## src/frame_to_ascii_glyphs_defines.svh

```systemverilog
// ----------------------------------------------------------------------------
// frame_to_ascii_glyphs assertion macros
// Shared concurrent-check shorthands; each expects clk and rst in scope.
// ----------------------------------------------------------------------------
`ifndef FRAME_TO_ASCII_GLYPHS_DEFINES_SVH
`define FRAME_TO_ASCII_GLYPHS_DEFINES_SVH

// condition holds at every edge out of reset
`define F2AG_ASSERT_HOLDS(lbl, cond, msg) \
  lbl: assert property (@(posedge clk) disable iff (rst) (cond)) else $error(msg);

// same-cycle implication
`define F2AG_ASSERT_IMPLIES(lbl, ante, cons, msg) \
  lbl: assert property (@(posedge clk) disable iff (rst) (ante) |-> (cons)) else $error(msg);

// next-cycle implication
`define F2AG_ASSERT_NEXT(lbl, ante, cons, msg) \
  lbl: assert property (@(posedge clk) disable iff (rst) (ante) |=> (cons)) else $error(msg);

`endif

```

## src/f2ag_pkg.sv

```systemverilog
// ----------------------------------------------------------------------------
// f2ag_pkg
// Types, sizes and constant tables shared by the frame-to-glyph blocks.
// ----------------------------------------------------------------------------
`default_nettype none

package f2ag_pkg;

  // source frame geometry
  localparam int SRC_WIDTH  = 640;
  localparam int SRC_HEIGHT = 480;
  localparam int COL_W = (SRC_WIDTH > 1) ? $clog2(SRC_WIDTH) : 1;
  localparam int ROW_W = (SRC_HEIGHT > 1) ? $clog2(SRC_HEIGHT) : 1;

  // grid size registers
  localparam int OUT_W_W    = 10;
  localparam int OUT_H_W    = 9;
  localparam int CFG_IDX_W  = 2;
  localparam int CFG_DATA_W = 10;
  localparam logic [CFG_IDX_W-1:0] REG_OUT_WIDTH  = CFG_IDX_W'(0);
  localparam logic [CFG_IDX_W-1:0] REG_OUT_HEIGHT = CFG_IDX_W'(1);
  localparam logic [OUT_W_W-1:0]   OUT_WIDTH_RESET  = OUT_W_W'(640);
  localparam logic [OUT_H_W-1:0]   OUT_HEIGHT_RESET = OUT_H_W'(480);

  // column mapping: x = ceil(t*ow / SRC_WIDTH), done as (t*ow + W-1) * KX >> SX
  localparam int PX_W  = COL_W + OUT_W_W;
  localparam int NX_W  = PX_W + 1;
  localparam int SX    = $clog2(SRC_WIDTH) + NX_W;
  localparam int KX_W  = NX_W + 2;
  localparam int PRX_W = NX_W + KX_W;
  localparam logic [KX_W-1:0] KX =
    KX_W'(((64'd1 << SX) + 64'(SRC_WIDTH) - 64'd1) / 64'(SRC_WIDTH));
  localparam int XW_W  = OUT_W_W + COL_W + 1;

  // row mapping: y = floor(((r+1)*oh - 1) / SRC_HEIGHT)
  localparam int RQ_W  = ROW_W + OUT_H_W;
  localparam int NY_W  = RQ_W + 1;
  localparam int SY    = $clog2(SRC_HEIGHT) + NY_W;
  localparam int KY_W  = NY_W + 2;
  localparam int PRY_W = NY_W + KY_W;
  localparam logic [KY_W-1:0] KY =
    KY_W'(((64'd1 << SY) + 64'(SRC_HEIGHT) - 64'd1) / 64'(SRC_HEIGHT));
  localparam int YH_W  = OUT_H_W + ROW_W + 1;

  // luma = floor((299r + 587g + 114b) / 1000)
  localparam int LUMA_KR  = 299;
  localparam int LUMA_KG  = 587;
  localparam int LUMA_KB  = 114;
  localparam int LUMA_DIV = 1000;
  localparam int SUM_W    = 18;
  localparam int SL       = $clog2(LUMA_DIV) + SUM_W;
  localparam int KL_W     = SUM_W + 2;
  localparam int PRL_W    = SUM_W + KL_W;
  localparam logic [KL_W-1:0] KL =
    KL_W'(((64'd1 << SL) + 64'(LUMA_DIV) - 64'd1) / 64'(LUMA_DIV));

  // glyph ramp, darkest cell first
  localparam int RAMP_LEN = 23;
  localparam int LUMA_MAX = 255;
  localparam logic [RAMP_LEN*8-1:0] RAMP = " .,:;irsXA253hMHGS#9B&@";

  typedef logic [255:0][6:0] glyph_lut_t;

  function automatic glyph_lut_t build_glyph_lut();
    glyph_lut_t lut;
    int         idx;
    for (int i = 0; i < 256; i++) begin
      idx    = ((LUMA_MAX - i) * (RAMP_LEN - 1)) / LUMA_MAX;
      lut[i] = RAMP[(RAMP_LEN - 1 - idx) * 8 +: 7];
    end
    return lut;
  endfunction

  localparam glyph_lut_t GLYPH_LUT = build_glyph_lut();

  // queue between front and back
  localparam int QPTR_W = 3;
  localparam int QDEPTH = 1 << QPTR_W;
  localparam int QCNT_W = QPTR_W + 1;

  typedef struct packed {
    logic [7:0] blue;
    logic [7:0] green;
    logic [7:0] red;
  } pixel_t;

  typedef struct packed {
    logic [6:0]         glyph;
    logic [OUT_H_W-1:0] cell_row;
    logic [OUT_W_W-1:0] cell_col;
    logic               frame_last;
  } result_t;

  typedef struct packed {
    pixel_t             pixel;
    logic [OUT_H_W-1:0] row;
    logic [OUT_W_W-1:0] col;
    logic               last;
  } cell_t;

  typedef struct packed {
    logic  valid;
    cell_t entry;
  } qwr_t;

endpackage

`default_nettype wire

```

## src/f2ag_front.sv

```systemverilog
// ----------------------------------------------------------------------------
// f2ag_front
// Raster counters, grid size registers and the pixel-to-cell mapping pipeline.
// ----------------------------------------------------------------------------
`default_nettype none

module f2ag_front (
  input  logic                                clk,
  input  logic                                rst,
  input  logic                                push,
  output logic                                full,
  input  f2ag_pkg::pixel_t                    pixel,
  input  logic                                cfg_valid,
  output logic                                cfg_ready,
  input  logic [f2ag_pkg::CFG_IDX_W-1:0]      cfg_index,
  input  logic [f2ag_pkg::CFG_DATA_W-1:0]     cfg_data,
  input  logic [f2ag_pkg::QCNT_W-1:0]         q_fill,
  output f2ag_pkg::qwr_t                      q_wr
);

  logic [f2ag_pkg::OUT_W_W-1:0] out_width;
  logic [f2ag_pkg::OUT_H_W-1:0] out_height;
  logic [f2ag_pkg::COL_W-1:0]   source_column;
  logic [f2ag_pkg::ROW_W-1:0]   source_row;
  logic                         accept;

  // stage A: mirrored column, row, effective sizes
  logic                         a_valid;
  f2ag_pkg::pixel_t             a_pixel;
  logic [f2ag_pkg::COL_W-1:0]   a_t;
  logic [f2ag_pkg::ROW_W-1:0]   a_r;
  logic [f2ag_pkg::OUT_W_W-1:0] a_ow;
  logic [f2ag_pkg::OUT_H_W-1:0] a_oh;

  // stage B: products
  logic                         b_valid;
  f2ag_pkg::pixel_t             b_pixel;
  logic [f2ag_pkg::PX_W-1:0]    b_p;
  logic [f2ag_pkg::RQ_W-1:0]    b_rq;
  logic [f2ag_pkg::OUT_W_W-1:0] b_ow;
  logic [f2ag_pkg::OUT_H_W-1:0] b_oh;

  // stage C: dividends
  logic                         c_valid;
  f2ag_pkg::pixel_t             c_pixel;
  logic [f2ag_pkg::PX_W-1:0]    c_p;
  logic [f2ag_pkg::RQ_W-1:0]    c_rq;
  logic [f2ag_pkg::NX_W-1:0]    c_nx;
  logic [f2ag_pkg::NY_W-1:0]    c_ny;
  logic [f2ag_pkg::OUT_W_W-1:0] c_ow;
  logic [f2ag_pkg::OUT_H_W-1:0] c_oh;
  logic [f2ag_pkg::PRX_W-1:0]   prod_x;
  logic [f2ag_pkg::PRY_W-1:0]   prod_y;

  // stage D: candidate cell
  logic                         d_valid;
  f2ag_pkg::pixel_t             d_pixel;
  logic [f2ag_pkg::PX_W-1:0]    d_p;
  logic [f2ag_pkg::RQ_W-1:0]    d_rq;
  logic [f2ag_pkg::OUT_W_W-1:0] d_x;
  logic [f2ag_pkg::OUT_H_W-1:0] d_y;
  logic [f2ag_pkg::OUT_W_W-1:0] d_ow;
  logic [f2ag_pkg::OUT_H_W-1:0] d_oh;

  // hit test
  logic [f2ag_pkg::OUT_H_W-1:0] y_max;
  logic [f2ag_pkg::OUT_H_W-1:0] y_c;
  logic [f2ag_pkg::XW_W-1:0]    xw;
  logic [f2ag_pkg::XW_W-1:0]    diff_x;
  logic [f2ag_pkg::YH_W-1:0]    yh;
  logic                         hit_x;
  logic                         hit_y;
  logic [f2ag_pkg::QCNT_W:0]    reserved;

  assign cfg_ready = 1'b1;

  // every item in flight holds a queue slot until it lands or misses
  assign reserved = {1'b0, q_fill}
                  + (f2ag_pkg::QCNT_W+1)'(a_valid) + (f2ag_pkg::QCNT_W+1)'(b_valid)
                  + (f2ag_pkg::QCNT_W+1)'(c_valid) + (f2ag_pkg::QCNT_W+1)'(d_valid);
  assign full   = (reserved >= (f2ag_pkg::QCNT_W+1)'(f2ag_pkg::QDEPTH));
  assign accept = push && !full;

  always_ff @(posedge clk) begin
    if (rst) begin
      out_width  <= f2ag_pkg::OUT_WIDTH_RESET;
      out_height <= f2ag_pkg::OUT_HEIGHT_RESET;
    end else if (cfg_valid && cfg_ready) begin
      case (cfg_index)
        f2ag_pkg::REG_OUT_WIDTH:  out_width  <= cfg_data[f2ag_pkg::OUT_W_W-1:0];
        f2ag_pkg::REG_OUT_HEIGHT: out_height <= cfg_data[f2ag_pkg::OUT_H_W-1:0];
        default: ;
      endcase
    end
  end

  always_ff @(posedge clk) begin
    if (rst) begin
      source_column <= '0;
      source_row    <= '0;
    end else if (accept) begin
      if (source_column == f2ag_pkg::COL_W'(f2ag_pkg::SRC_WIDTH - 1)) begin
        source_column <= '0;
        if (source_row == f2ag_pkg::ROW_W'(f2ag_pkg::SRC_HEIGHT - 1)) begin
          source_row <= '0;
        end else begin
          source_row <= source_row + 1'b1;
        end
      end else begin
        source_column <= source_column + 1'b1;
      end
    end
  end

  always_ff @(posedge clk) begin
    if (rst) begin
      a_valid <= 1'b0;
      b_valid <= 1'b0;
      c_valid <= 1'b0;
      d_valid <= 1'b0;
    end else begin
      a_valid <= accept;
      b_valid <= a_valid;
      c_valid <= b_valid;
      d_valid <= c_valid;
    end
  end

  assign prod_x = f2ag_pkg::PRX_W'(c_nx) * f2ag_pkg::PRX_W'(f2ag_pkg::KX);
  assign prod_y = f2ag_pkg::PRY_W'(c_ny) * f2ag_pkg::PRY_W'(f2ag_pkg::KY);

  always_ff @(posedge clk) begin
    a_pixel <= pixel;
    a_t     <= f2ag_pkg::COL_W'(f2ag_pkg::SRC_WIDTH - 1) - source_column;
    a_r     <= source_row;
    a_ow    <= (out_width == '0) ? f2ag_pkg::OUT_W_W'(1) : out_width;
    a_oh    <= (out_height == '0) ? f2ag_pkg::OUT_H_W'(1) : out_height;

    b_pixel <= a_pixel;
    b_p     <= f2ag_pkg::PX_W'(a_t) * f2ag_pkg::PX_W'(a_ow);
    b_rq    <= f2ag_pkg::RQ_W'(a_r) * f2ag_pkg::RQ_W'(a_oh);
    b_ow    <= a_ow;
    b_oh    <= a_oh;

    c_pixel <= b_pixel;
    c_p     <= b_p;
    c_rq    <= b_rq;
    c_nx    <= f2ag_pkg::NX_W'(b_p) + f2ag_pkg::NX_W'(f2ag_pkg::SRC_WIDTH - 1);
    c_ny    <= f2ag_pkg::NY_W'(b_rq) + f2ag_pkg::NY_W'(b_oh) - f2ag_pkg::NY_W'(1);
    c_ow    <= b_ow;
    c_oh    <= b_oh;

    d_pixel <= c_pixel;
    d_p     <= c_p;
    d_rq    <= c_rq;
    d_x     <= prod_x[f2ag_pkg::SX +: f2ag_pkg::OUT_W_W];
    d_y     <= prod_y[f2ag_pkg::SY +: f2ag_pkg::OUT_H_W];
    d_ow    <= c_ow;
    d_oh    <= c_oh;
  end

  // x is a ceiling, so x*W - t*ow is the rounding slack; a hit needs slack < ow
  assign y_max  = d_oh - f2ag_pkg::OUT_H_W'(1);
  assign y_c    = (d_y > y_max) ? y_max : d_y;
  assign xw     = f2ag_pkg::XW_W'(d_x) * f2ag_pkg::XW_W'(f2ag_pkg::SRC_WIDTH);
  assign diff_x = xw - f2ag_pkg::XW_W'(d_p);
  assign hit_x  = (d_x < d_ow) && (diff_x < f2ag_pkg::XW_W'(d_ow));
  assign yh     = f2ag_pkg::YH_W'(y_c) * f2ag_pkg::YH_W'(f2ag_pkg::SRC_HEIGHT);
  assign hit_y  = (yh >= f2ag_pkg::YH_W'(d_rq))
               && (yh < f2ag_pkg::YH_W'(d_rq) + f2ag_pkg::YH_W'(d_oh));

  assign q_wr.valid       = d_valid && hit_x && hit_y;
  assign q_wr.entry.pixel = d_pixel;
  assign q_wr.entry.row   = y_c;
  assign q_wr.entry.col   = d_x;
  assign q_wr.entry.last  = (y_c == y_max) && (d_x == '0);

endmodule

`default_nettype wire

```

## src/f2ag_queue.sv

```systemverilog
// ----------------------------------------------------------------------------
// f2ag_queue
// Short FIFO of mapped cells between the front and back pipelines.
// ----------------------------------------------------------------------------
`default_nettype none
`include "frame_to_ascii_glyphs_defines.svh"

module f2ag_queue (
  input  logic                        clk,
  input  logic                        rst,
  input  f2ag_pkg::qwr_t              wr,
  input  logic                        rd,
  output f2ag_pkg::cell_t             head,
  output logic [f2ag_pkg::QCNT_W-1:0] fill
);

  f2ag_pkg::cell_t              mem [f2ag_pkg::QDEPTH];
  logic [f2ag_pkg::QPTR_W-1:0]  wr_ptr;
  logic [f2ag_pkg::QPTR_W-1:0]  rd_ptr;

  always_ff @(posedge clk) begin
    if (rst) begin
      wr_ptr <= '0;
      rd_ptr <= '0;
      fill   <= '0;
    end else begin
      if (wr.valid) begin
        wr_ptr <= wr_ptr + 1'b1;
      end
      if (rd) begin
        rd_ptr <= rd_ptr + 1'b1;
      end
      case ({wr.valid, rd})
        2'b10:   fill <= fill + 1'b1;
        2'b01:   fill <= fill - 1'b1;
        default: fill <= fill;
      endcase
    end
  end

  always_ff @(posedge clk) begin
    if (wr.valid) begin
      mem[wr_ptr] <= wr.entry;
    end
  end

  assign head = mem[rd_ptr];

  `F2AG_ASSERT_HOLDS(a_fill_range, fill <= f2ag_pkg::QCNT_W'(f2ag_pkg::QDEPTH), "queue fill out of range")
  `F2AG_ASSERT_IMPLIES(a_no_overflow, fill == f2ag_pkg::QCNT_W'(f2ag_pkg::QDEPTH), !wr.valid, "write into full queue")
  `F2AG_ASSERT_IMPLIES(a_no_underflow, rd, fill != '0, "read from empty queue")
  `F2AG_ASSERT_NEXT(a_fill_drop, rd && !wr.valid, fill == $past(fill) - f2ag_pkg::QCNT_W'(1), "fill did not drop on read")

endmodule

`default_nettype wire

```

## src/f2ag_back.sv

```systemverilog
// ----------------------------------------------------------------------------
// f2ag_back
// Luma, glyph lookup and the result register, as a stallable pipeline.
// ----------------------------------------------------------------------------
`default_nettype none

module f2ag_back (
  input  logic                        clk,
  input  logic                        rst,
  input  f2ag_pkg::cell_t             q_head,
  input  logic [f2ag_pkg::QCNT_W-1:0] q_fill,
  output logic                        q_rd,
  input  logic                        pop,
  output logic                        empty,
  output f2ag_pkg::result_t           result
);

  logic                          v1;
  logic                          v2;
  logic                          v3;
  logic                          en1;
  logic                          en2;
  logic                          en3;
  logic [f2ag_pkg::SUM_W-1:0]    s1_sum;
  logic [f2ag_pkg::OUT_H_W-1:0]  s1_row;
  logic [f2ag_pkg::OUT_W_W-1:0]  s1_col;
  logic                          s1_last;
  logic [7:0]                    s2_luma;
  logic [f2ag_pkg::OUT_H_W-1:0]  s2_row;
  logic [f2ag_pkg::OUT_W_W-1:0]  s2_col;
  logic                          s2_last;
  logic [f2ag_pkg::PRL_W-1:0]    prod_l;

  // a stage loads when it is empty or its successor moves
  assign en3  = !v3 || pop;
  assign en2  = !v2 || en3;
  assign en1  = !v1 || en2;
  assign q_rd = en1 && (q_fill != '0);

  assign prod_l = f2ag_pkg::PRL_W'(s1_sum) * f2ag_pkg::PRL_W'(f2ag_pkg::KL);

  always_ff @(posedge clk) begin
    if (rst) begin
      v1 <= 1'b0;
      v2 <= 1'b0;
      v3 <= 1'b0;
    end else begin
      if (en1) begin
        v1 <= q_rd;
      end
      if (en2) begin
        v2 <= v1;
      end
      if (en3) begin
        v3 <= v2;
      end
    end
  end

  always_ff @(posedge clk) begin
    if (en1) begin
      s1_sum  <= f2ag_pkg::SUM_W'(q_head.pixel.red)   * f2ag_pkg::SUM_W'(f2ag_pkg::LUMA_KR)
               + f2ag_pkg::SUM_W'(q_head.pixel.green) * f2ag_pkg::SUM_W'(f2ag_pkg::LUMA_KG)
               + f2ag_pkg::SUM_W'(q_head.pixel.blue)  * f2ag_pkg::SUM_W'(f2ag_pkg::LUMA_KB);
      s1_row  <= q_head.row;
      s1_col  <= q_head.col;
      s1_last <= q_head.last;
    end
    if (en2) begin
      s2_luma <= prod_l[f2ag_pkg::SL +: 8];
      s2_row  <= s1_row;
      s2_col  <= s1_col;
      s2_last <= s1_last;
    end
    if (en3) begin
      result.glyph      <= f2ag_pkg::GLYPH_LUT[s2_luma];
      result.cell_row   <= s2_row;
      result.cell_col   <= s2_col;
      result.frame_last <= s2_last;
    end
  end

  assign empty = !v3;

endmodule

`default_nettype wire

```

## src/frame_to_ascii_glyphs.sv

```systemverilog
// ----------------------------------------------------------------------------
// frame_to_ascii_glyphs
// Raster BGR pixels in, mirrored nearest-neighbor ASCII glyph cells out.
// ----------------------------------------------------------------------------
//   Input channel: one pixel beat (blue, green, red) per push, taken when push
//   is high and full is low, in raster order; the block counts column and row
//   itself and wraps at frame end.
//   Result channel: queue style. While empty is low the oldest glyph cell sits
//   on result; pop takes it. Pixels that feed no cell give no beat.
//   Config channel: cfg_index 0 = out_width, 1 = out_height, other indexes are
//   dropped; cfg_ready is always high, a size of 0 acts as 1. New sizes apply
//   from the next accepted pixel.
//   Throughput: one pixel per cycle while full stays low. Path from the
//   accepting edge to result when pop keeps up: mirrored column and sizes,
//   products, dividends and the reciprocal multiply, hit test into the
//   8-entry queue, then luma sum, luma divide and glyph lookup.
//   Stall: with pop low the back pipeline and queue fill; full rises once the
//   queue plus the 4 front stages hold 8 beats, so nothing is ever dropped.
//   Reset (rst, synchronous): counters to origin, sizes 640x480, all emptied.
// ----------------------------------------------------------------------------
`default_nettype none

module frame_to_ascii_glyphs (
  input  logic                            clk,
  input  logic                            rst,
  input  logic                            push,
  output logic                            full,
  input  f2ag_pkg::pixel_t                pixel,
  output logic                            empty,
  input  logic                            pop,
  output f2ag_pkg::result_t               result,
  input  logic                            cfg_valid,
  output logic                            cfg_ready,
  input  logic [f2ag_pkg::CFG_IDX_W-1:0]  cfg_index,
  input  logic [f2ag_pkg::CFG_DATA_W-1:0] cfg_data
);

  // front -> queue write beat
  f2ag_pkg::qwr_t              q_wr;
  // queue -> back head and occupancy
  f2ag_pkg::cell_t             q_head;
  logic [f2ag_pkg::QCNT_W-1:0] q_fill;
  logic                        q_rd;

  // Front: counters, size registers and the cell mapping; reserves a queue
  // slot for every pixel in flight so it never has to stall mid-pipe.
  f2ag_front u_front (
    .clk       (clk),
    .rst       (rst),
    .push      (push),
    .full      (full),
    .pixel     (pixel),
    .cfg_valid (cfg_valid),
    .cfg_ready (cfg_ready),
    .cfg_index (cfg_index),
    .cfg_data  (cfg_data),
    .q_fill    (q_fill),
    .q_wr      (q_wr)
  );

  // Queue decouples the free-running front from the stallable back.
  f2ag_queue u_queue (
    .clk  (clk),
    .rst  (rst),
    .wr   (q_wr),
    .rd   (q_rd),
    .head (q_head),
    .fill (q_fill)
  );

  // Back: luma, ramp lookup, result register; stalls on pop.
  f2ag_back u_back (
    .clk    (clk),
    .rst    (rst),
    .q_head (q_head),
    .q_fill (q_fill),
    .q_rd   (q_rd),
    .pop    (pop),
    .empty  (empty),
    .result (result)
  );

endmodule

`default_nettype wire

```

## config.mk

```make
export PLATFORM = sky130hd
export DESIGN_NAME = frame_to_ascii_glyphs
export DESIGN_NICKNAME = d
export VERILOG_FILES = /design/src/f2ag_pkg.sv /design/src/f2ag_front.sv /design/src/f2ag_queue.sv /design/src/f2ag_back.sv /design/src/frame_to_ascii_glyphs.sv
export VERILOG_INCLUDE_DIRS = /design/src /design/src/src
export SDC_FILE = /design/constraint.sdc
export NUM_CORES = 2
export LEC_CHECK = 0
export ABC_CLOCK_PERIOD_IN_PS = 16200
export BUFFER_PORTS_ARGS = -buffer_cell sky130_fd_sc_hd__clkbuf_2
export CORE_UTILIZATION = 30
export DETAILED_ROUTE_END_ITERATION = 10
export GPL_ROUTABILITY_DRIVEN = 0
export GPL_TIMING_DRIVEN = 1
export SYNTH_ARGS = -nofsm -noshare
export SYNTH_HDL_FRONTEND = slang
export SYNTH_SLANG_ARGS = --single-unit
```

## constraint.sdc

```tcl
create_clock -name clk -period 16.2 [get_ports clk]
set_input_delay 0.81 -clock clk [delete_from_list [all_inputs] [get_ports clk]]
set_output_delay 0.81 -clock clk [all_outputs]
set_load 0.005 [all_outputs]
```

Yosys cells after proc, flatten, opt, wreduce, memory -nomap -nowiden
Memories as Yosys holds them, arrays and structs flattened. A register that Yosys moved wholly into a read port is not among the register bits. Cells that the tools add are included.

Memory bits (read-only): 1792. Bits in writable memories: 352. Bits in registers: 505. Memories kept: 2. Bits of input ports: 41.

Multipliers: 10. Add/sub/neg operators: 19. Eq/ne operators: 6. Reductions and logical operators: 23. Mux-type cells: 8. Order comparisons: 6.

Memories: (name not given) (words 256, bits a word 7, read ports 1, clocked after memory_dff 1, write ports 0, line f2ag_back.sv:76) `result.glyph <= f2ag_pkg::GLYPH_LUT[s2_luma];`; u_queue.mem (words 8, bits a word 44, read ports 1, clocked after memory_dff 1, write ports 1, line f2ag_queue.sv:17) `f2ag_pkg::cell_t mem [f2ag_pkg::QDEPTH];`.

Operators by type and width (number): multiplier 21 x 20 -> 39 bit (second input constant) (1); adder 18 x 9 -> 19 bit (2); multiplier 19 x 20 -> 37 bit (second input constant) (1); multiplier 18 x 17 -> 34 bit (second input constant) (1); adder 20 x 10 -> 21 bit (second input constant) (1); less-than comparator 21 x 10 -> 1 bit (1); subtractor 20 x 20 -> 21 bit (1); logical NOT 10 bit (2); multiplier 10 x 10 -> 20 bit (1); less-than comparator 18 x 19 -> 1 bit (1); subtractor 19 x 1 -> 19 bit (second input constant) (1); adder 17 x 18 -> 18 bit (1); adder 18 x 15 -> 18 bit (1); greater-or-equal comparator 18 bit (1); multiplier 8 x 10 -> 18 bit (second input constant) (1); multiplier 9 x 9 -> 18 bit (1); two-way mux 9 bit (2); multiplier 8 x 9 -> 17 bit (second input constant) (1); adder 5 x 1 -> 5 bit (3); multiplier 8 x 6 -> 14 bit (second input constant) (1); multiplier 10 x 3 -> 13 bit (second input constant) (1); multiplier 9 x 4 -> 13 bit (second input constant) (1); adder 10 x 1 -> 10 bit (second input constant) (1); equality test 10 bit (second input constant) (1); other kinds (26) (43).

Logic depth before layout (Yosys ltp)
Depth in word-level cells: 9. Gate-level depth with buffers: 46.

Cells and area by module
A second synthesis with hierarchy kept.

Cell total of the unflattened synthesis: 4545. Area, all modules: 54908.9 µm².

By module, submodules not included: f2ag_front (area each 29832.4 µm², sequential area each 8127.8 µm², cells an instance 2918, instances 1); f2ag_queue (area each 13842.0 µm², sequential area each 10830.4 µm², cells an instance 578, instances 1); f2ag_back (area each 11234.5 µm², sequential area each 2852.7 µm², cells an instance 1049, instances 1).

Worst setup path before layout
OpenSTA, ideal clock, no wires.

Path type: register to register. Start point: reg u_front.d_oh[2] (netlist bit). End point: mem u_queue.mem[4][0] (netlist bit), enable pin. Arrival time: 11.379 ns. Stages on the path, launching flop included: 35. Data required time: 15.691 ns. Buffers on the path: 1. Path slack: 4.312 ns. Path through: dfxtp_1 or3_1 or2_2 nor4_1 xor2_1 inv_1 ha_1 o21ai_0 a21oi_1 o21ai_0 a21oi_1 clkbuf_1 mux2i_1 fa_1 inv_1 fa_1 fa_1 nor2b_1 o21ai_0 a21boi_0 o21ai_0 a21boi_0 o21ai_0 a21boi_0 or4b_2 nand3_1 ha_1 a211o_1 nor3_1 a2111oi_0 o211ai_1 or4_4 nor4b_1 nand4_1 nor3b_1.

RTL lines: from (decl) (line f2ag_front.sv:63) `logic [f2ag_pkg::OUT_H_W-1:0] d_oh;`; from (signal assigned) (line f2ag_front.sv:159) `d_oh <= c_oh;`; to (decl) (line f2ag_queue.sv:17).

==> results by group <==
Synth
  – Synth area leaders: sky130_fd_sc_hd__edfxtp_1 24%, sky130_fd_sc_hd__ha_1 18%, sky130_fd_sc_hd__fa_1 16%
  – Synthesized instance count: 4543
  – Async set-or-reset flop fraction in the synthesized netlist: 0
  – Sequential area share after synthesis: 0.399
  – Most numerous cell types in the synthesized netlist: 870 x sky130_fd_sc_hd__inv_1, 777 x sky130_fd_sc_hd__ha_1, 445 x sky130_fd_sc_hd__edfxtp_1
  – Number of library cell types mapped by synthesis: 82
  – Cell taking the most area after synthesis: sky130_fd_sc_hd__edfxtp_1
  – Synthesis Warnings: 0
  – Portion of synthesized cell area occupied by the leading cell type: 0.245
  – Most common flop cell mapped by yosys: sky130_fd_sc_hd__edfxtp_1
  – Number of flops mapped to enable cells by yosys: 445
  – Mean instance size in the synthesized netlist: 12.0 µm²
  – Leading cell type by number of instances after synthesis: sky130_fd_sc_hd__inv_1
  – Flip-flop and latch count after synthesis: 867
  – Combined area of all synthesized cells: 0.0546 mm²
  – Net count after synthesis: 5799

Timing
  – Final-report hold violation count: 0
  – Headroom to the max-slew limit: 0.259
  – # setup viols final: 0
  – Fmax: 95.4 MHz
  – Time the final worst path needs with I/O delays and setup: 10480 ps
  – Slew at the pin closest to its max-slew limit: 1110 ps
  – Post-route fraction of the period consumed by the critical path: 0.647
  – Total Negative Setup Slacks: 0 ps
  – Unrepaired setup endpoints after global routing: no
  – Final max-slew violation count: 0
  – Fin Clk Skew: 63.4 ps

Floorplanning
  – Std-Cell Core Area: 0.181 mm²
  – Starting density of the core: 0.302
  – Row Count: 156
  – Width of the die: 429 µm
  – Number of placed I/O pins: 71
  – Die span in y: 429 µm
  – Overall die area: 0.184 mm²

Global routing
  – Vias in the first global route: 33900
  – Maximum number of pins on one net before global-route repair: 65
  – Overflow after GRT: 0
  – Total global-route track usage: 0.124
  – Wire length of the first global-routing pass: 182000 µm
  – Antenna violations before repair: 3

CTS
  – CTS Hold Buffers Added: 0
  – Clock network latency to the later pin of the worst-skew pair: 690 ps
  – Clock tree sinks: 867
  – Clock tree from TritonCTS: done
  – Depth of the CTS H-tree: 3
  – Post-CTS setup buffers: 0
  – Number of buffers created by CTS: 90
  – Clock slew at the register clock pins of the worst setup and hold paths: 60 ps
  – Number of cells upsized or downsized after cts: 0
  – Clock buffer depth: 3
  – Clk root buf: sky130_fd_sc_hd__clkbuf_16

Finish
  – Count of fill cells added during filler insertion: 17900
  – Non-filler instance count after layout: 7075
  – Area added between synthesis and finish: 11.3%
  – Net count of the finished layout: 5886
  – Fraction of layout cells with a size suffix above 1: 0.0857

Setup path
  – Crit path largest cell delay: 600 ps
  – Required time at the endpoint of the critical path: 16800 ps
  – Kind of capture point of the worst setup path: register
  – Crit Path Class: register to register
  – Data arrival time of the worst path: 11080 ps
  – Critical-path cell with the highest stage delay: sky130_fd_sc_hd__a21oi_1
  – Setup crit start kind: register
  – Largest driver fanout on the critical path: 23

Placement
  – I/O Buffers: 69
  – Half-perimeter wire length after placement: 85600 µm
  – Placed Cells incl. Taps: 6908

Min path
  – Class of the worst hold path: primary input to register

Drt
  – Routed len/inst: 15.7 µm
  – First-pass iteration count of the detailed router: 5
  – Remaining DRCs: 0
  – Total via count after detailed routing: 31600
  – Drt initial violations: 1270
  – Routed wire length: 111000 µm
  – Vias per std cell: 4.47
  – Remaining antenna violation count: 0

Flow run
  – Max Cap Viol: 0

Status
  – Run status: complete, no violations
==> state kept, by name (all words and copies together), names as in the netlist, 19 cells and up, named ones only <==
register,cells
u_front.d_p,20
u_front.q_wr,24
u_back.result,27
u_queue.mem,352
u_front.b_p,20
u_front.c_pixel,24
u_front.c_ny,19
u_front.b_pixel,24
u_front.c_p,20
u_front.a_pixel,24
u_front.c_nx,21
==> layout make-up <==
type,instances,area (µm²),area share
clock inverters,51,533,0.00877
multi-input cells,2712,29200,0.481
well taps,2370,2970,0.0488
repair buffers,89,495,0.00815
clock buffers,115,2470,0.0406
diodes,1,2.50,0.0000412
flip-flops and latches,867,21800,0.359
inverters,870,3270,0.0537
==> final timing paths <==
path / startpoint / end / slack, ps / depth (start not counted)
max: u_front.d_oh[2] / u_queue.fill[2] / 5720 / 43
max reg2reg: u_front.d_oh[2] / u_queue.fill[2] / 5720 / 43
min: pixel[1] / u_front.a_pixel[1] / 230 / 1
min reg2reg: u_front.c_ow[0] / u_front.d_ow[0] / 320 / 0
==> routing by layer <==
metal / GRT usage / part of all wire / vias up
li1: - / - / 15400
met1: 0.152 / 0.44 / 15700
met2: 0.225 / 0.51 / 348
met3: 0.0151 / 0.026 / 146
met4: 0.0360 / 0.025 / 2
met5: 0 / 0.00012 / -
==> per-stage QoR <==
step	setup slack, ps	instance area, µm²	hold slack, ps	utilization
2_1_floorplan	4310	54600	310	-
3_3_place_gp	5990	57800	310	0.320
3_5_place_dp	5810	57800	312	0.320
4_1_cts	5750	60800	174	0.336
5_1_grt	4770	60800	193	0.336
6_report	5720	60800	229	0.336
==> cell usage in the layout, fill, tap and decap left out, types with 46 or more instances in the layout <==
cell                        instances
sky130_fd_sc_hd__inv_1            869
sky130_fd_sc_hd__ha_1             777
sky130_fd_sc_hd__edfxtp_1         445
sky130_fd_sc_hd__fa_1             438
sky130_fd_sc_hd__dfxtp_1          419
sky130_fd_sc_hd__nand2_1          209
sky130_fd_sc_hd__nor2_1           190
sky130_fd_sc_hd__xnor2_1          139
sky130_fd_sc_hd__a21oi_1          136
sky130_fd_sc_hd__and2_1            94
sky130_fd_sc_hd__clkbuf_16         92
sky130_fd_sc_hd__mux4_2            88
sky130_fd_sc_hd__o21ai_0           75
sky130_fd_sc_hd__clkbuf_2          69
sky130_fd_sc_hd__nor3_1            48
sky130_fd_sc_hd__xor2_1            46
==> kinds of logic after synthesis <==
| kind of cell | share of synthesized area |
|---|---|
| AOI/OAI and AO/OA | 0.0506 |
| and+or+nand+nor | 0.0664 |
| DFF | 0.399 |
| muxes | 0.0488 |
| buffers and inverters | 0.0663 |
| other | 0.0000687 |
| adders and majority gates | 0.339 |
| xor gates and xnor gates | 0.0297 |
==> critical path: cells and delay by family, from the launching register on <==
kind | cells | cell delay (ps)
XOR/XNOR | 3 | 490
adder cells (fa/ha/maj) | 7 | 2570
AND/OR/NAND/NOR | 12 | 3060
buffers and inverters | 4 | 580
flip-flops | 1 | 370
AO/OA/AOI/OAI | 17 | 3310
Power is left out: the tool's default activity adds up to more than one toggle a clock period on the data nets, which glitch-free logic cannot reach.
